File: src/rtl/rwpe_pkg.sv
// ----------------------------------------------------------------------------
// rwpe_pkg
// Types and constants shared by the register-write program engine.
// ----------------------------------------------------------------------------
package rwpe_pkg;

    // Operation codes carried on the func field.
    typedef enum logic [1:0] {
        FUNC_LOAD  = 2'd0,
        FUNC_ERASE = 2'd1,
        FUNC_EXEC  = 2'd2,
        FUNC_READ  = 2'd3
    } t_func;

    // Configuration register word index (paddr[2]).
    typedef enum logic {
        REG_APPLY_MASK    = 1'b0,
        REG_PROGRAM_MAGIC = 1'b1
    } t_reg_idx;

    typedef struct packed {
        logic [1:0] apply_mask;
        logic [7:0] program_magic;
    } t_cfg;

    typedef enum logic [3:0] {
        S_CLEAR,
        S_IDLE,
        S_LOAD,
        S_LOAD_END,
        S_ERASE,
        S_MAGIC,
        S_CHECK,
        S_RD_OUT,
        S_OP,
        S_OPCODE,
        S_VALUE,
        S_W1,
        S_W2,
        S_FLUSH
    } t_state;

    localparam int unsigned PADDR_W      = 3;
    localparam int unsigned RES_W        = 5;
    localparam logic [RES_W-1:0] MAX_RES = 5'd30;

    localparam logic [8:0] ADDR_A_BASE = 9'h080;
    localparam logic [8:0] ADDR_B_BASE = 9'h180;
    localparam logic [7:0] ERASED_BYTE = 8'hFF;
    localparam logic [7:0] ZERO_BYTE   = 8'h00;

    localparam int unsigned OP_SET_BIT  = 7;
    localparam int unsigned OP_CHB_BIT  = 6;
    localparam int unsigned MASK_A_BIT  = 0;
    localparam int unsigned MASK_B_BIT  = 1;
    localparam int unsigned OFFSET_W    = 6;

endpackage

File: src/rtl/rwpe_store.sv
// ----------------------------------------------------------------------------
// rwpe_store
// Program byte store: one write port, one read port, registered read data.
// ----------------------------------------------------------------------------
module rwpe_store #(
    parameter int unsigned DEPTH = 224,
    parameter int unsigned AW    = 8
) (
    input  logic          i_clk,
    input  logic          i_we,
    input  logic [AW-1:0] i_waddr,
    input  logic [7:0]    i_wdata,
    input  logic          i_re,
    input  logic [AW-1:0] i_raddr,
    output logic [7:0]    o_rdata
);

    logic [7:0] r_mem [DEPTH];
    logic [7:0] r_rdata;

    always_ff @(posedge i_clk) begin
        if (i_we) begin
            r_mem[i_waddr] <= i_wdata;
        end
    end

    always_ff @(posedge i_clk) begin
        if (i_re) begin
            r_rdata <= r_mem[i_raddr];
        end
    end

    assign o_rdata = r_rdata;

endmodule

File: src/rtl/rwpe_cfg.sv
// ----------------------------------------------------------------------------
// rwpe_cfg
// APB-style configuration registers: apply mask and program magic byte.
// ----------------------------------------------------------------------------
module rwpe_cfg (
    input  logic                          i_clk,
    input  logic                          i_rst_n,
    input  logic                          psel,
    input  logic                          penable,
    input  logic                          pwrite,
    input  logic [rwpe_pkg::PADDR_W-1:0]  paddr,
    input  logic [31:0]                   pwdata,
    output logic [31:0]                   prdata,
    output logic                          pready,
    output rwpe_pkg::t_cfg                o_cfg
);

    rwpe_pkg::t_cfg     r_cfg;
    rwpe_pkg::t_reg_idx reg_idx;
    logic               wr_en;

    assign reg_idx = rwpe_pkg::t_reg_idx'(paddr[2]);
    assign wr_en   = psel && penable && pwrite;
    assign pready  = 1'b1;

    always_ff @(posedge i_clk) begin
        if (!i_rst_n) begin
            r_cfg <= '0;
        end else if (wr_en) begin
            unique case (reg_idx)
                rwpe_pkg::REG_APPLY_MASK:    r_cfg.apply_mask    <= pwdata[1:0];
                rwpe_pkg::REG_PROGRAM_MAGIC: r_cfg.program_magic <= pwdata[7:0];
            endcase
        end
    end

    always_comb begin
        unique case (reg_idx)
            rwpe_pkg::REG_APPLY_MASK:    prdata = {30'd0, r_cfg.apply_mask};
            rwpe_pkg::REG_PROGRAM_MAGIC: prdata = {24'd0, r_cfg.program_magic};
        endcase
    end

    assign o_cfg = r_cfg;

endmodule

File: src/rtl/rwpe_seq.sv
// ----------------------------------------------------------------------------
// rwpe_seq
// Sequencer: drives the store one access per cycle, walks programs, holds one
// pending write so the final beat can be flagged, and owns the output register.
// ----------------------------------------------------------------------------
module rwpe_seq #(
    parameter int unsigned SLOT_COUNT = 7,
    parameter int unsigned SLOT_BYTES = 32,
    parameter int unsigned DEPTH      = 224,
    parameter int unsigned AW         = 8
) (
    input  logic            i_clk,
    input  logic            i_rst_n,
    input  rwpe_pkg::t_cfg  i_cfg,
    // input channel
    input  logic            i_valid,
    output logic            o_ready,
    input  logic [1:0]      i_func,
    input  logic [2:0]      i_slot,
    input  logic [4:0]      i_byte_index,
    input  logic [7:0]      i_write_data,
    // output channel
    output logic            o_valid,
    input  logic            i_ready,
    output logic [8:0]      o_reg_address,
    output logic [7:0]      o_reg_value,
    output logic            o_write_valid,
    output logic [7:0]      o_read_data,
    output logic            o_slot_valid,
    output logic            o_last,
    // store port
    output logic            o_mem_we,
    output logic [AW-1:0]   o_mem_waddr,
    output logic [7:0]      o_mem_wdata,
    output logic            o_mem_re,
    output logic [AW-1:0]   o_mem_raddr,
    input  logic [7:0]      i_mem_rdata
);

    localparam int unsigned PW = $clog2(SLOT_BYTES + 1);

    rwpe_pkg::t_state r_state, n_state;
    rwpe_pkg::t_func  r_func,  n_func;
    logic [AW-1:0]    r_base,  n_base;
    logic [4:0]       r_idx,   n_idx;
    logic [7:0]       r_data,  n_data;
    logic [AW-1:0]    r_cnt,   n_cnt;
    logic [PW-1:0]    r_pos,   n_pos;
    logic [rwpe_pkg::RES_W-1:0] r_nres, n_nres;
    logic [7:0]       r_op,    n_op;
    logic [7:0]       r_val,   n_val;
    logic             r_slot_ok, n_slot_ok;
    logic             r_pend_vld, n_pend_vld;
    logic [8:0]       r_pend_addr, n_pend_addr;
    logic [7:0]       r_pend_val,  n_pend_val;
    logic             r_out_vld,  n_out_vld;
    logic [8:0]       r_out_addr, n_out_addr;
    logic [7:0]       r_out_value, n_out_value;
    logic             r_out_wv,   n_out_wv;
    logic [7:0]       r_out_rd,   n_out_rd;
    logic             r_out_sv,   n_out_sv;
    logic             r_out_last, n_out_last;

    logic             in_slot_ok;
    logic             idx_ok;
    logic             out_free;
    logic             can_push;
    logic             more_pairs;
    logic             res_room;
    logic             cand1_vld;
    logic [8:0]       cand1_addr;
    logic [8:0]       chb_addr;
    logic             need2;
    logic [PW-1:0]    pos_step;

    assign in_slot_ok = {29'd0, i_slot} < SLOT_COUNT;
    assign idx_ok     = {27'd0, r_idx} < SLOT_BYTES;
    assign out_free   = !r_out_vld || i_ready;
    assign can_push   = !r_pend_vld || out_free;
    assign more_pairs = (32'(r_pos) + 32'd1) < SLOT_BYTES;
    assign res_room   = r_nres < rwpe_pkg::MAX_RES;
    assign pos_step   = r_pos + PW'(2);

    // Decode of the current instruction (opcode in r_op, value in r_val).
    assign chb_addr   = rwpe_pkg::ADDR_B_BASE
                      + {3'd0, r_op[rwpe_pkg::OFFSET_W-1:0]};
    assign cand1_vld  = r_op[rwpe_pkg::OP_CHB_BIT]
                      || i_cfg.apply_mask[rwpe_pkg::MASK_A_BIT]
                      || i_cfg.apply_mask[rwpe_pkg::MASK_B_BIT];
    assign cand1_addr = (!r_op[rwpe_pkg::OP_CHB_BIT]
                         && i_cfg.apply_mask[rwpe_pkg::MASK_A_BIT])
                      ? rwpe_pkg::ADDR_A_BASE + {3'd0, r_op[rwpe_pkg::OFFSET_W-1:0]}
                      : chb_addr;
    assign need2      = !r_op[rwpe_pkg::OP_CHB_BIT]
                      && i_cfg.apply_mask[rwpe_pkg::MASK_A_BIT]
                      && i_cfg.apply_mask[rwpe_pkg::MASK_B_BIT];

    // ---------------- next state ----------------
    always_comb begin
        n_state = r_state;
        unique case (r_state)
            rwpe_pkg::S_CLEAR: begin
                if (r_cnt == AW'(DEPTH - 1)) n_state = rwpe_pkg::S_IDLE;
            end
            rwpe_pkg::S_IDLE: begin
                if (i_valid && in_slot_ok) begin
                    unique case (rwpe_pkg::t_func'(i_func))
                        rwpe_pkg::FUNC_LOAD:  n_state = rwpe_pkg::S_LOAD;
                        rwpe_pkg::FUNC_ERASE: n_state = rwpe_pkg::S_ERASE;
                        rwpe_pkg::FUNC_EXEC,
                        rwpe_pkg::FUNC_READ:  n_state = rwpe_pkg::S_MAGIC;
                    endcase
                end
            end
            rwpe_pkg::S_LOAD:     n_state = rwpe_pkg::S_LOAD_END;
            rwpe_pkg::S_LOAD_END: n_state = rwpe_pkg::S_IDLE;
            rwpe_pkg::S_ERASE: begin
                if (r_cnt == AW'(SLOT_BYTES - 1)) n_state = rwpe_pkg::S_IDLE;
            end
            rwpe_pkg::S_MAGIC: n_state = rwpe_pkg::S_CHECK;
            rwpe_pkg::S_CHECK: begin
                if (r_func == rwpe_pkg::FUNC_READ) begin
                    n_state = rwpe_pkg::S_RD_OUT;
                end else if (i_mem_rdata == i_cfg.program_magic) begin
                    n_state = rwpe_pkg::S_OP;
                end else begin
                    n_state = rwpe_pkg::S_IDLE;
                end
            end
            rwpe_pkg::S_RD_OUT: begin
                if (out_free) n_state = rwpe_pkg::S_IDLE;
            end
            rwpe_pkg::S_OP: begin
                n_state = (more_pairs && res_room) ? rwpe_pkg::S_OPCODE
                                                   : rwpe_pkg::S_FLUSH;
            end
            rwpe_pkg::S_OPCODE: begin
                n_state = i_mem_rdata[rwpe_pkg::OP_SET_BIT] ? rwpe_pkg::S_VALUE
                                                            : rwpe_pkg::S_FLUSH;
            end
            rwpe_pkg::S_VALUE: n_state = rwpe_pkg::S_W1;
            rwpe_pkg::S_W1: begin
                if (!cand1_vld) begin
                    n_state = rwpe_pkg::S_OP;
                end else if (can_push) begin
                    n_state = need2 ? rwpe_pkg::S_W2 : rwpe_pkg::S_OP;
                end
            end
            rwpe_pkg::S_W2: begin
                if (!res_room || can_push) n_state = rwpe_pkg::S_OP;
            end
            rwpe_pkg::S_FLUSH: begin
                if (!r_pend_vld || out_free) n_state = rwpe_pkg::S_IDLE;
            end
            default: n_state = rwpe_pkg::S_IDLE;
        endcase
    end

    // ---------------- datapath and store controls ----------------
    always_comb begin
        n_func      = r_func;
        n_base      = r_base;
        n_idx       = r_idx;
        n_data      = r_data;
        n_cnt       = r_cnt;
        n_pos       = r_pos;
        n_nres      = r_nres;
        n_op        = r_op;
        n_val       = r_val;
        n_slot_ok   = r_slot_ok;
        n_pend_vld  = r_pend_vld;
        n_pend_addr = r_pend_addr;
        n_pend_val  = r_pend_val;
        n_out_vld   = r_out_vld && !i_ready;
        n_out_addr  = r_out_addr;
        n_out_value = r_out_value;
        n_out_wv    = r_out_wv;
        n_out_rd    = r_out_rd;
        n_out_sv    = r_out_sv;
        n_out_last  = r_out_last;
        o_mem_we    = 1'b0;
        o_mem_waddr = r_base + r_cnt;
        o_mem_wdata = rwpe_pkg::ERASED_BYTE;
        o_mem_re    = 1'b0;
        o_mem_raddr = r_base;
        o_ready     = 1'b0;

        unique case (r_state)
            rwpe_pkg::S_CLEAR: begin
                o_mem_we    = 1'b1;
                o_mem_waddr = r_cnt;
                n_cnt       = r_cnt + AW'(1);
            end
            rwpe_pkg::S_IDLE: begin
                o_ready = 1'b1;
                n_func  = rwpe_pkg::t_func'(i_func);
                n_base  = AW'(i_slot) * AW'(SLOT_BYTES);
                n_idx   = i_byte_index;
                n_data  = i_write_data;
                n_cnt   = '0;
                n_nres  = '0;
            end
            rwpe_pkg::S_LOAD: begin
                o_mem_we    = idx_ok;
                o_mem_waddr = r_base + AW'(r_idx);
                o_mem_wdata = r_data;
            end
            rwpe_pkg::S_LOAD_END: begin
                // last byte of the slot is always the terminator
                o_mem_we    = 1'b1;
                o_mem_waddr = r_base + AW'(SLOT_BYTES - 1);
                o_mem_wdata = rwpe_pkg::ZERO_BYTE;
            end
            rwpe_pkg::S_ERASE: begin
                o_mem_we = 1'b1;
                n_cnt    = r_cnt + AW'(1);
            end
            rwpe_pkg::S_MAGIC: begin
                o_mem_re    = 1'b1;
                o_mem_raddr = r_base;
            end
            rwpe_pkg::S_CHECK: begin
                n_slot_ok   = (i_mem_rdata == i_cfg.program_magic);
                n_pos       = PW'(1);
                o_mem_re    = (r_func == rwpe_pkg::FUNC_READ) && idx_ok;
                o_mem_raddr = r_base + AW'(r_idx);
            end
            rwpe_pkg::S_RD_OUT: begin
                if (out_free) begin
                    n_out_vld   = 1'b1;
                    n_out_addr  = '0;
                    n_out_value = '0;
                    n_out_wv    = 1'b0;
                    n_out_rd    = idx_ok ? i_mem_rdata : rwpe_pkg::ZERO_BYTE;
                    n_out_sv    = r_slot_ok;
                    n_out_last  = 1'b1;
                end
            end
            rwpe_pkg::S_OP: begin
                o_mem_re    = more_pairs && res_room;
                o_mem_raddr = r_base + AW'(r_pos);
            end
            rwpe_pkg::S_OPCODE: begin
                n_op        = i_mem_rdata;
                o_mem_re    = 1'b1;
                o_mem_raddr = r_base + AW'(r_pos) + AW'(1);
            end
            rwpe_pkg::S_VALUE: begin
                n_val = i_mem_rdata;
            end
            rwpe_pkg::S_W1: begin
                if (!cand1_vld) begin
                    n_pos = pos_step;
                end else if (can_push) begin
                    // previous write is not the last one: release it
                    if (r_pend_vld) begin
                        n_out_vld   = 1'b1;
                        n_out_addr  = r_pend_addr;
                        n_out_value = r_pend_val;
                        n_out_wv    = 1'b1;
                        n_out_rd    = '0;
                        n_out_sv    = 1'b1;
                        n_out_last  = 1'b0;
                    end
                    n_pend_vld  = 1'b1;
                    n_pend_addr = cand1_addr;
                    n_pend_val  = r_val;
                    n_nres      = r_nres + rwpe_pkg::RES_W'(1);
                    if (!need2) n_pos = pos_step;
                end
            end
            rwpe_pkg::S_W2: begin
                if (!res_room) begin
                    n_pos = pos_step;
                end else if (can_push) begin
                    if (r_pend_vld) begin
                        n_out_vld   = 1'b1;
                        n_out_addr  = r_pend_addr;
                        n_out_value = r_pend_val;
                        n_out_wv    = 1'b1;
                        n_out_rd    = '0;
                        n_out_sv    = 1'b1;
                        n_out_last  = 1'b0;
                    end
                    n_pend_vld  = 1'b1;
                    n_pend_addr = chb_addr;
                    n_pend_val  = r_val;
                    n_nres      = r_nres + rwpe_pkg::RES_W'(1);
                    n_pos       = pos_step;
                end
            end
            rwpe_pkg::S_FLUSH: begin
                if (r_pend_vld && out_free) begin
                    n_out_vld   = 1'b1;
                    n_out_addr  = r_pend_addr;
                    n_out_value = r_pend_val;
                    n_out_wv    = 1'b1;
                    n_out_rd    = '0;
                    n_out_sv    = 1'b1;
                    n_out_last  = 1'b1;
                    n_pend_vld  = 1'b0;
                end
            end
            default: begin
            end
        endcase
    end

    always_ff @(posedge i_clk) begin
        if (!i_rst_n) begin
            r_state    <= rwpe_pkg::S_CLEAR;
            r_cnt      <= '0;
            r_nres     <= '0;
            r_pend_vld <= 1'b0;
            r_out_vld  <= 1'b0;
        end else begin
            r_state    <= n_state;
            r_cnt      <= n_cnt;
            r_nres     <= n_nres;
            r_pend_vld <= n_pend_vld;
            r_out_vld  <= n_out_vld;
        end
    end

    always_ff @(posedge i_clk) begin
        r_func      <= n_func;
        r_base      <= n_base;
        r_idx       <= n_idx;
        r_data      <= n_data;
        r_pos       <= n_pos;
        r_op        <= n_op;
        r_val       <= n_val;
        r_slot_ok   <= n_slot_ok;
        r_pend_addr <= n_pend_addr;
        r_pend_val  <= n_pend_val;
        r_out_addr  <= n_out_addr;
        r_out_value <= n_out_value;
        r_out_wv    <= n_out_wv;
        r_out_rd    <= n_out_rd;
        r_out_sv    <= n_out_sv;
        r_out_last  <= n_out_last;
    end

    assign o_valid       = r_out_vld;
    assign o_reg_address = r_out_addr;
    assign o_reg_value   = r_out_value;
    assign o_write_valid = r_out_wv;
    assign o_read_data   = r_out_rd;
    assign o_slot_valid  = r_out_sv;
    assign o_last        = r_out_last;

endmodule

File: src/rtl/register_write_program_engine.sv
// ----------------------------------------------------------------------------
// register_write_program_engine
// Program slot store with load, erase, read and execute of register writes.
//
// Input channel (i_valid/o_ready): one beat carries func, slot, byte_index
// and write_data. Output channel (o_valid/i_ready): one beat per result, with
// o_last marking the final beat of an item. Beats for an unused slot number,
// loads and erases produce no output beat.
// Items make at most one store access per cycle. An execute ends after the
//   magic check when byte 0 is not the magic, else it walks the slot until a
//   stop opcode, the end of the slot or the result cap; output stalls lengthen
//   any item that gives beats. The slot walk sets the worst case.
// The block takes one item at a time; o_ready is low while an item runs.
// After reset the store is swept to 0xFF, one byte a cycle, over all
// SLOT_COUNT * SLOT_BYTES bytes with o_ready low; APB writes work meanwhile.
// A stalled receiver holds the result in the output register; the walk
// keeps one write in hand and waits until the register frees up. A new item
// is accepted while the last result still waits.
// ----------------------------------------------------------------------------
module register_write_program_engine #(
    parameter int unsigned SLOT_COUNT = 7,
    parameter int unsigned SLOT_BYTES = 32
) (
    input  logic                          i_clk,
    input  logic                          i_rst_n,
    // configuration
    input  logic                          psel,
    input  logic                          penable,
    input  logic                          pwrite,
    input  logic [rwpe_pkg::PADDR_W-1:0]  paddr,
    input  logic [31:0]                   pwdata,
    output logic [31:0]                   prdata,
    output logic                          pready,
    // input channel
    input  logic                          i_valid,
    output logic                          o_ready,
    input  logic [1:0]                    i_func,
    input  logic [2:0]                    i_slot,
    input  logic [4:0]                    i_byte_index,
    input  logic [7:0]                    i_write_data,
    // output channel
    output logic                          o_valid,
    input  logic                          i_ready,
    output logic [8:0]                    o_reg_address,
    output logic [7:0]                    o_reg_value,
    output logic                          o_write_valid,
    output logic [7:0]                    o_read_data,
    output logic                          o_slot_valid,
    output logic                          o_last
);

    localparam int unsigned DEPTH = SLOT_COUNT * SLOT_BYTES;
    localparam int unsigned AW    = $clog2(DEPTH);

    rwpe_pkg::t_cfg cfg;
    logic           mem_we;
    logic [AW-1:0]  mem_waddr;
    logic [7:0]     mem_wdata;
    logic           mem_re;
    logic [AW-1:0]  mem_raddr;
    logic [7:0]     mem_rdata;

    rwpe_cfg u_cfg (
        .i_clk   (i_clk),
        .i_rst_n (i_rst_n),
        .psel    (psel),
        .penable (penable),
        .pwrite  (pwrite),
        .paddr   (paddr),
        .pwdata  (pwdata),
        .prdata  (prdata),
        .pready  (pready),
        .o_cfg   (cfg)
    );

    rwpe_store #(
        .DEPTH (DEPTH),
        .AW    (AW)
    ) u_store (
        .i_clk   (i_clk),
        .i_we    (mem_we),
        .i_waddr (mem_waddr),
        .i_wdata (mem_wdata),
        .i_re    (mem_re),
        .i_raddr (mem_raddr),
        .o_rdata (mem_rdata)
    );

    rwpe_seq #(
        .SLOT_COUNT (SLOT_COUNT),
        .SLOT_BYTES (SLOT_BYTES),
        .DEPTH      (DEPTH),
        .AW         (AW)
    ) u_seq (
        .i_clk         (i_clk),
        .i_rst_n       (i_rst_n),
        .i_cfg         (cfg),
        .i_valid       (i_valid),
        .o_ready       (o_ready),
        .i_func        (i_func),
        .i_slot        (i_slot),
        .i_byte_index  (i_byte_index),
        .i_write_data  (i_write_data),
        .o_valid       (o_valid),
        .i_ready       (i_ready),
        .o_reg_address (o_reg_address),
        .o_reg_value   (o_reg_value),
        .o_write_valid (o_write_valid),
        .o_read_data   (o_read_data),
        .o_slot_valid  (o_slot_valid),
        .o_last        (o_last),
        .o_mem_we      (mem_we),
        .o_mem_waddr   (mem_waddr),
        .o_mem_wdata   (mem_wdata),
        .o_mem_re      (mem_re),
        .o_mem_raddr   (mem_raddr),
        .i_mem_rdata   (mem_rdata)
    );

    // Write beats never carry read data and always report a valid slot.
    a_write_beat: assert property (@(posedge i_clk) disable iff (!i_rst_n)
        (o_valid && o_write_valid) |-> (o_read_data == 8'd0 && o_slot_valid))
        else $error("write beat carries read data or invalid slot flag");

    // A read beat is the only beat of its item.
    a_read_last: assert property (@(posedge i_clk) disable iff (!i_rst_n)
        (o_valid && !o_write_valid) |-> (o_last && o_reg_address == 9'd0))
        else $error("read beat not flagged last");

    // An accepted item for a real slot takes the block busy.
    a_busy: assert property (@(posedge i_clk) disable iff (!i_rst_n)
        (i_valid && o_ready && ({29'd0, i_slot} < SLOT_COUNT)) |=> !o_ready)
        else $error("ready stayed high after accepting an item");

    // The clearing sweep follows reset.
    a_clear: assert property (@(posedge i_clk) disable iff (!i_rst_n)
        $past(!i_rst_n) |-> !o_ready)
        else $error("ready high during store clear");

endmodule

File: config.mk
export PLATFORM = sky130hd
export DESIGN_NAME = register_write_program_engine
export DESIGN_NICKNAME = d
export VERILOG_FILES = /design/src/rtl/rwpe_pkg.sv /design/src/rtl/rwpe_store.sv /design/src/rtl/rwpe_cfg.sv /design/src/rtl/rwpe_seq.sv /design/src/rtl/register_write_program_engine.sv
export SDC_FILE = /design/constraint.sdc
export NUM_CORES = 2
export LEC_CHECK = 0
export ABC_AREA = 1
export BUFFER_PORTS_ARGS = -buffer_cell sky130_fd_sc_hd__buf_2
export CAP_MARGIN = 20
export CORE_MARGIN = 10
export CORE_UTILIZATION = 55
export DETAILED_ROUTE_END_ITERATION = 10
export GPL_ROUTABILITY_DRIVEN = 0
export PLACE_DENSITY = 0.74
export SYNTH_ARGS = -nofsm -noshare
export SYNTH_HDL_FRONTEND = slang
export SYNTH_SLANG_ARGS = --single-unit
export TNS_END_PERCENT = 30
File: constraint.sdc
create_clock -name i_clk -period 4 [get_ports i_clk]
set_input_delay 1.2 -clock i_clk [delete_from_list [all_inputs] [get_ports i_clk]]
set_output_delay 1.2 -clock i_clk [all_outputs]
set_load 0.1 [all_outputs]
==> results.ini <==
[status]
status = completed

[timing]
slew_headroom_pct = 7.44
fin_crit_sh_pct = 95.8
hold_slack_ps = 418
finalClockSkew_ps = 30.2
clock.fmax_ghz = 0.261
setup_viol = 0
finalHoldViolations = 0
worst_slew_pin_slew_ps = 1390
rsz0062_at_grt = false
period_needed_ps = 3830
drv_slew = 0

[die]
rows = 138
die_area_sq_mm = 0.159
initial_utilization_pct = 55.5
die_y_microns = 399
fp.dieW_microns = 399
io_pins = 123
core_area_sq_mm = 0.142

[placement]
port-buffer-count = 70
hpwl_mm = 119
placed_area_sq_mm = 0.0820

[global_route]
grt-ovfl-total = 0
grt_pass1_vias = 51800
grt_usage_pct = 25.8
grt_pass1_wl_mm = 315
grt_max_degree = 225
antenna_found_initial = 3

[power_and_ir_drop]
pwr-share-comb_pct = 0.8
ir_drop_mv = 0.503
powerDensity_mw_per_mm2 = 437
p_sw_w = 0.00746
switching_share_pct = 19.5
clkPwrFrac_pct = 42.5
power_frac_seq_pct = 56.7
total_power_w = 0.0382
leakage_nw = 31.1
p_int_w = 0.0308

[layout]
area_growth_pct = 10.9
nets = 6789
drive_gt1_share_pct = 8.58
n_fill_cell = 10500
final_area_sq_mm = 0.0875
seqCellArea_sq_mm = 0.0571
multi_input_area_sq_mm = 0.0193

[yosys]
synth.avg_cell_area_sq_um = 11.7
synth-compound-area-share_pct = 0.621
synth_fa_ha_area_share_pct = 0.120
ys_warn_count = 0
yosysUniqueCellTypes = 40
synthXorXnorAreaFrac_pct = 0.133
ys_seq_elements = 1910
ys.flop_type = edfxtp_1
async_flop_share_pct = 0
muxShareOfSynthArea_pct = 0
yosysSeqAreaShare_pct = 72.3
synth_top_family_by_area = simple AND/OR/NAND/NOR gates
netlist_area_sq_mm = 0.0789
synthSimpleGateAreaFrac_pct = 23.2
synth-edff-count = 1881
netlist_instances = 6722

[clock_tree]
cts_resized = 0
cts_buffer_depth = 3
clk_latency_ps = 820
clock_sinks = 1910
hold_buffers = 0
cts_tree = done
postCtsSetupBuffers = 0
root_buffer = clkbuf_16
cts.clk_slew.worst_paths_ps = 60
numCtsBuffers = 181
h-tree-depth = 4

[route]
vias = 54700
detail-route-antenna-nets = 0
wl_per_cell_microns = 24.0
drt_first_iter_violations = 7889
routed_via_density = 6.25
drc_errors = 0
routed_wirelength_mm = 210
drtPass1Iterations = 6

[min_path]
holdCritPathClass = register to register

[job]
drv_cap = 0

[setup_path]
cp-start-kind = register
critPathKind = register to register
slowest_delay_ps = 710
crit_top_cell = nand2_1
crit_chain = inv_2, nand2_2, inv_2, nand3_4, nand2_8, inv_8, buf_4, nand2_1, nand3_1, nand3_1, nand3_1, nand3_1, nand2_1, nand2_1, nand2_1, nand2_1, nand2_1
crit_path_end_kind = register
crit_arrival_ps = 4490
cp_max_fo = 132
cp.required_ps = 4650
crit_path_top_delay_cell = inv_8

-- metrics by stage --
step	worst slack [ps]	cells	setup TNS (ps)	utilization, %
2_1_floorplan	-715	6746	-1440	-
3_3_place_gp	374	8429	0	57.7
3_5_place_dp	320	8429	0	57.7
4_1_cts	262	8754	0	61.6
5_1_grt	16.9	8754	0	61.6
6_report	167	8757	0	61.6
-- worst max-delay path: cells and delay by family, from the launching register on --
family / cells / cell delay, ps
buf+inv: 4 / 1420
flops: 1 / 470
simple gates: 13 / 1710
-- cell usage after synthesis, types with 2 or more instances --
| master | count | area (sq um) |
|---|---|---|
| nor3_1 | 13 | 65.1 |
| nor2_4 | 2 | 22.5 |
| inv_1 | 92 | 345 |
| clkinv_2 | 2 | 10.0 |
| o211ai_1 | 4 | 30.0 |
| a21oi_1 | 25 | 125 |
| a22oi_1 | 2 | 15.0 |
| inv_2 | 10 | 37.5 |
| a311oi_1 | 2 | 17.5 |
| nor2_2 | 8 | 50.1 |
| conb_1 | 2 | 7.51 |
| xor2_1 | 6 | 52.6 |
| nand2_1 | 1450 | 5440 |
| xnor2_1 | 6 | 52.6 |
| nand3_1 | 2294 | 11500 |
| a21oi_2 | 2 | 17.5 |
| ha_1 | 6 | 75.1 |
| edfxtp_1 | 1881 | 56500 |
| a211oi_1 | 5 | 37.5 |
| buf_2 | 270 | 1350 |
| and3_1 | 2 | 12.5 |
| or2_2 | 4 | 25.0 |
| a221oi_1 | 3 | 26.3 |
| o21ai_0 | 26 | 130 |
| buf_4 | 47 | 353 |
| nand3_2 | 2 | 20.0 |
| nand4_1 | 5 | 31.3 |
| nand2_2 | 4 | 25.0 |
| dfxtp_1 | 29 | 581 |
| nor2_1 | 308 | 1160 |
| clkbuf_1 | 151 | 567 |
| o21ai_1 | 2 | 10.0 |
| o22ai_1 | 8 | 50.1 |
| buf_1 | 43 | 161 |
-- placed cells by master (no fill, tap or decap), types with 4 or more instances in the layout --
| cell | instances |
|---|---|
| bufinv_16 | 9 |
| ha_1 | 6 |
| buf_12 | 54 |
| nor2_1 | 306 |
| inv_1 | 91 |
| xor2_1 | 6 |
| nand2_8 | 10 |
| nor3_1 | 13 |
| nand3_1 | 2294 |
| clkinv_2 | 30 |
| xnor2_1 | 6 |
| o21ai_0 | 26 |
| nor2_2 | 8 |
| o22ai_1 | 8 |
| buf_4 | 180 |
| clkbuf_1 | 44 |
| nand4_1 | 5 |
| clkbuf_16 | 186 |
| nand2_1 | 1442 |
| inv_2 | 9 |
| buf_2 | 70 |
| a211oi_1 | 5 |
| inv_6 | 8 |
| edfxtp_1 | 1881 |
| dfxtp_1 | 29 |
| conb_1 | 26 |
| o211ai_1 | 4 |
| or2_2 | 4 |
| nor2_4 | 4 |
| clkinv_1 | 44 |
| a21oi_1 | 22 |
-- final cells by class --
cell class	count	area share (%)
well taps	1890	2.70
inverters	104	0.468
flip-flops and latches	1910	65.2
repair buffers	304	3.18
clock inverters	95	0.816
clock buffers	230	5.51
multi-input cells	4221	22.1
diodes	3	0.00858
-- power by group through the flow --
stage,Sequential (W),Combinational [W],Clock [W]
after floorplan,0.0221,0.000202,0
after global placement,0.0221,0.000292,0
final,0.0217,0.000306,0.0163
after CTS,0.0217,0.000296,0.0163
after detailed placement,0.0221,0.000295,0
after global routing,0.0217,0.000311,0.0172
-- flip-flops by register name, indices dropped and copies added (netlist names), 7 cells and up --
name and count:
u_store.r_mem 1792, u_seq.r_val 8, u_seq.r_cnt 8, u_seq.o_reg_address 8, u_seq.r_op 7, u_seq.r_pend_val 8, u_cfg.o_cfg 10, u_seq.r_data 8
u_seq.o_reg_value 8, u_seq.r_pend_addr 7, u_seq.o_read_data 8, u_store.o_rdata 8
-- logic make-up (layout without fill, tap and decap cells) --
logic type	after synthesis	in the layout
adder cells (fa/ha/maj)	7	7
AO/OA/AOI/OAI	83	83
XOR/XNOR	12	12
other	2	29
flip-flops	1910	1910
buffers and inverters	615	733
AND/OR/NAND/NOR	4093	4093
-- worst paths after layout --
check | start | to | slack [ps] | depth (start not counted)
worst max-delay path | u_seq.r_state[0] | u_store.o_rdata[2] | 170 | 17
worst max register to register | u_seq.r_state[0] | u_store.o_rdata[2] | 170 | 17
worst min register to register | u_seq.r_op[4] | u_seq.r_pend_addr[4] | 420 | 0
worst min-delay path | u_seq.r_op[4] | u_seq.r_pend_addr[4] | 420 | 0
-- metal layers --
metal  wire [microns]  GRT usage (%)
met2            97000           39.6
met4             8680           11.2
met3            25200           5.65
met5               41              0
met1            79000           35.6
No activity file was read; power rests on OpenSTA's default activity.
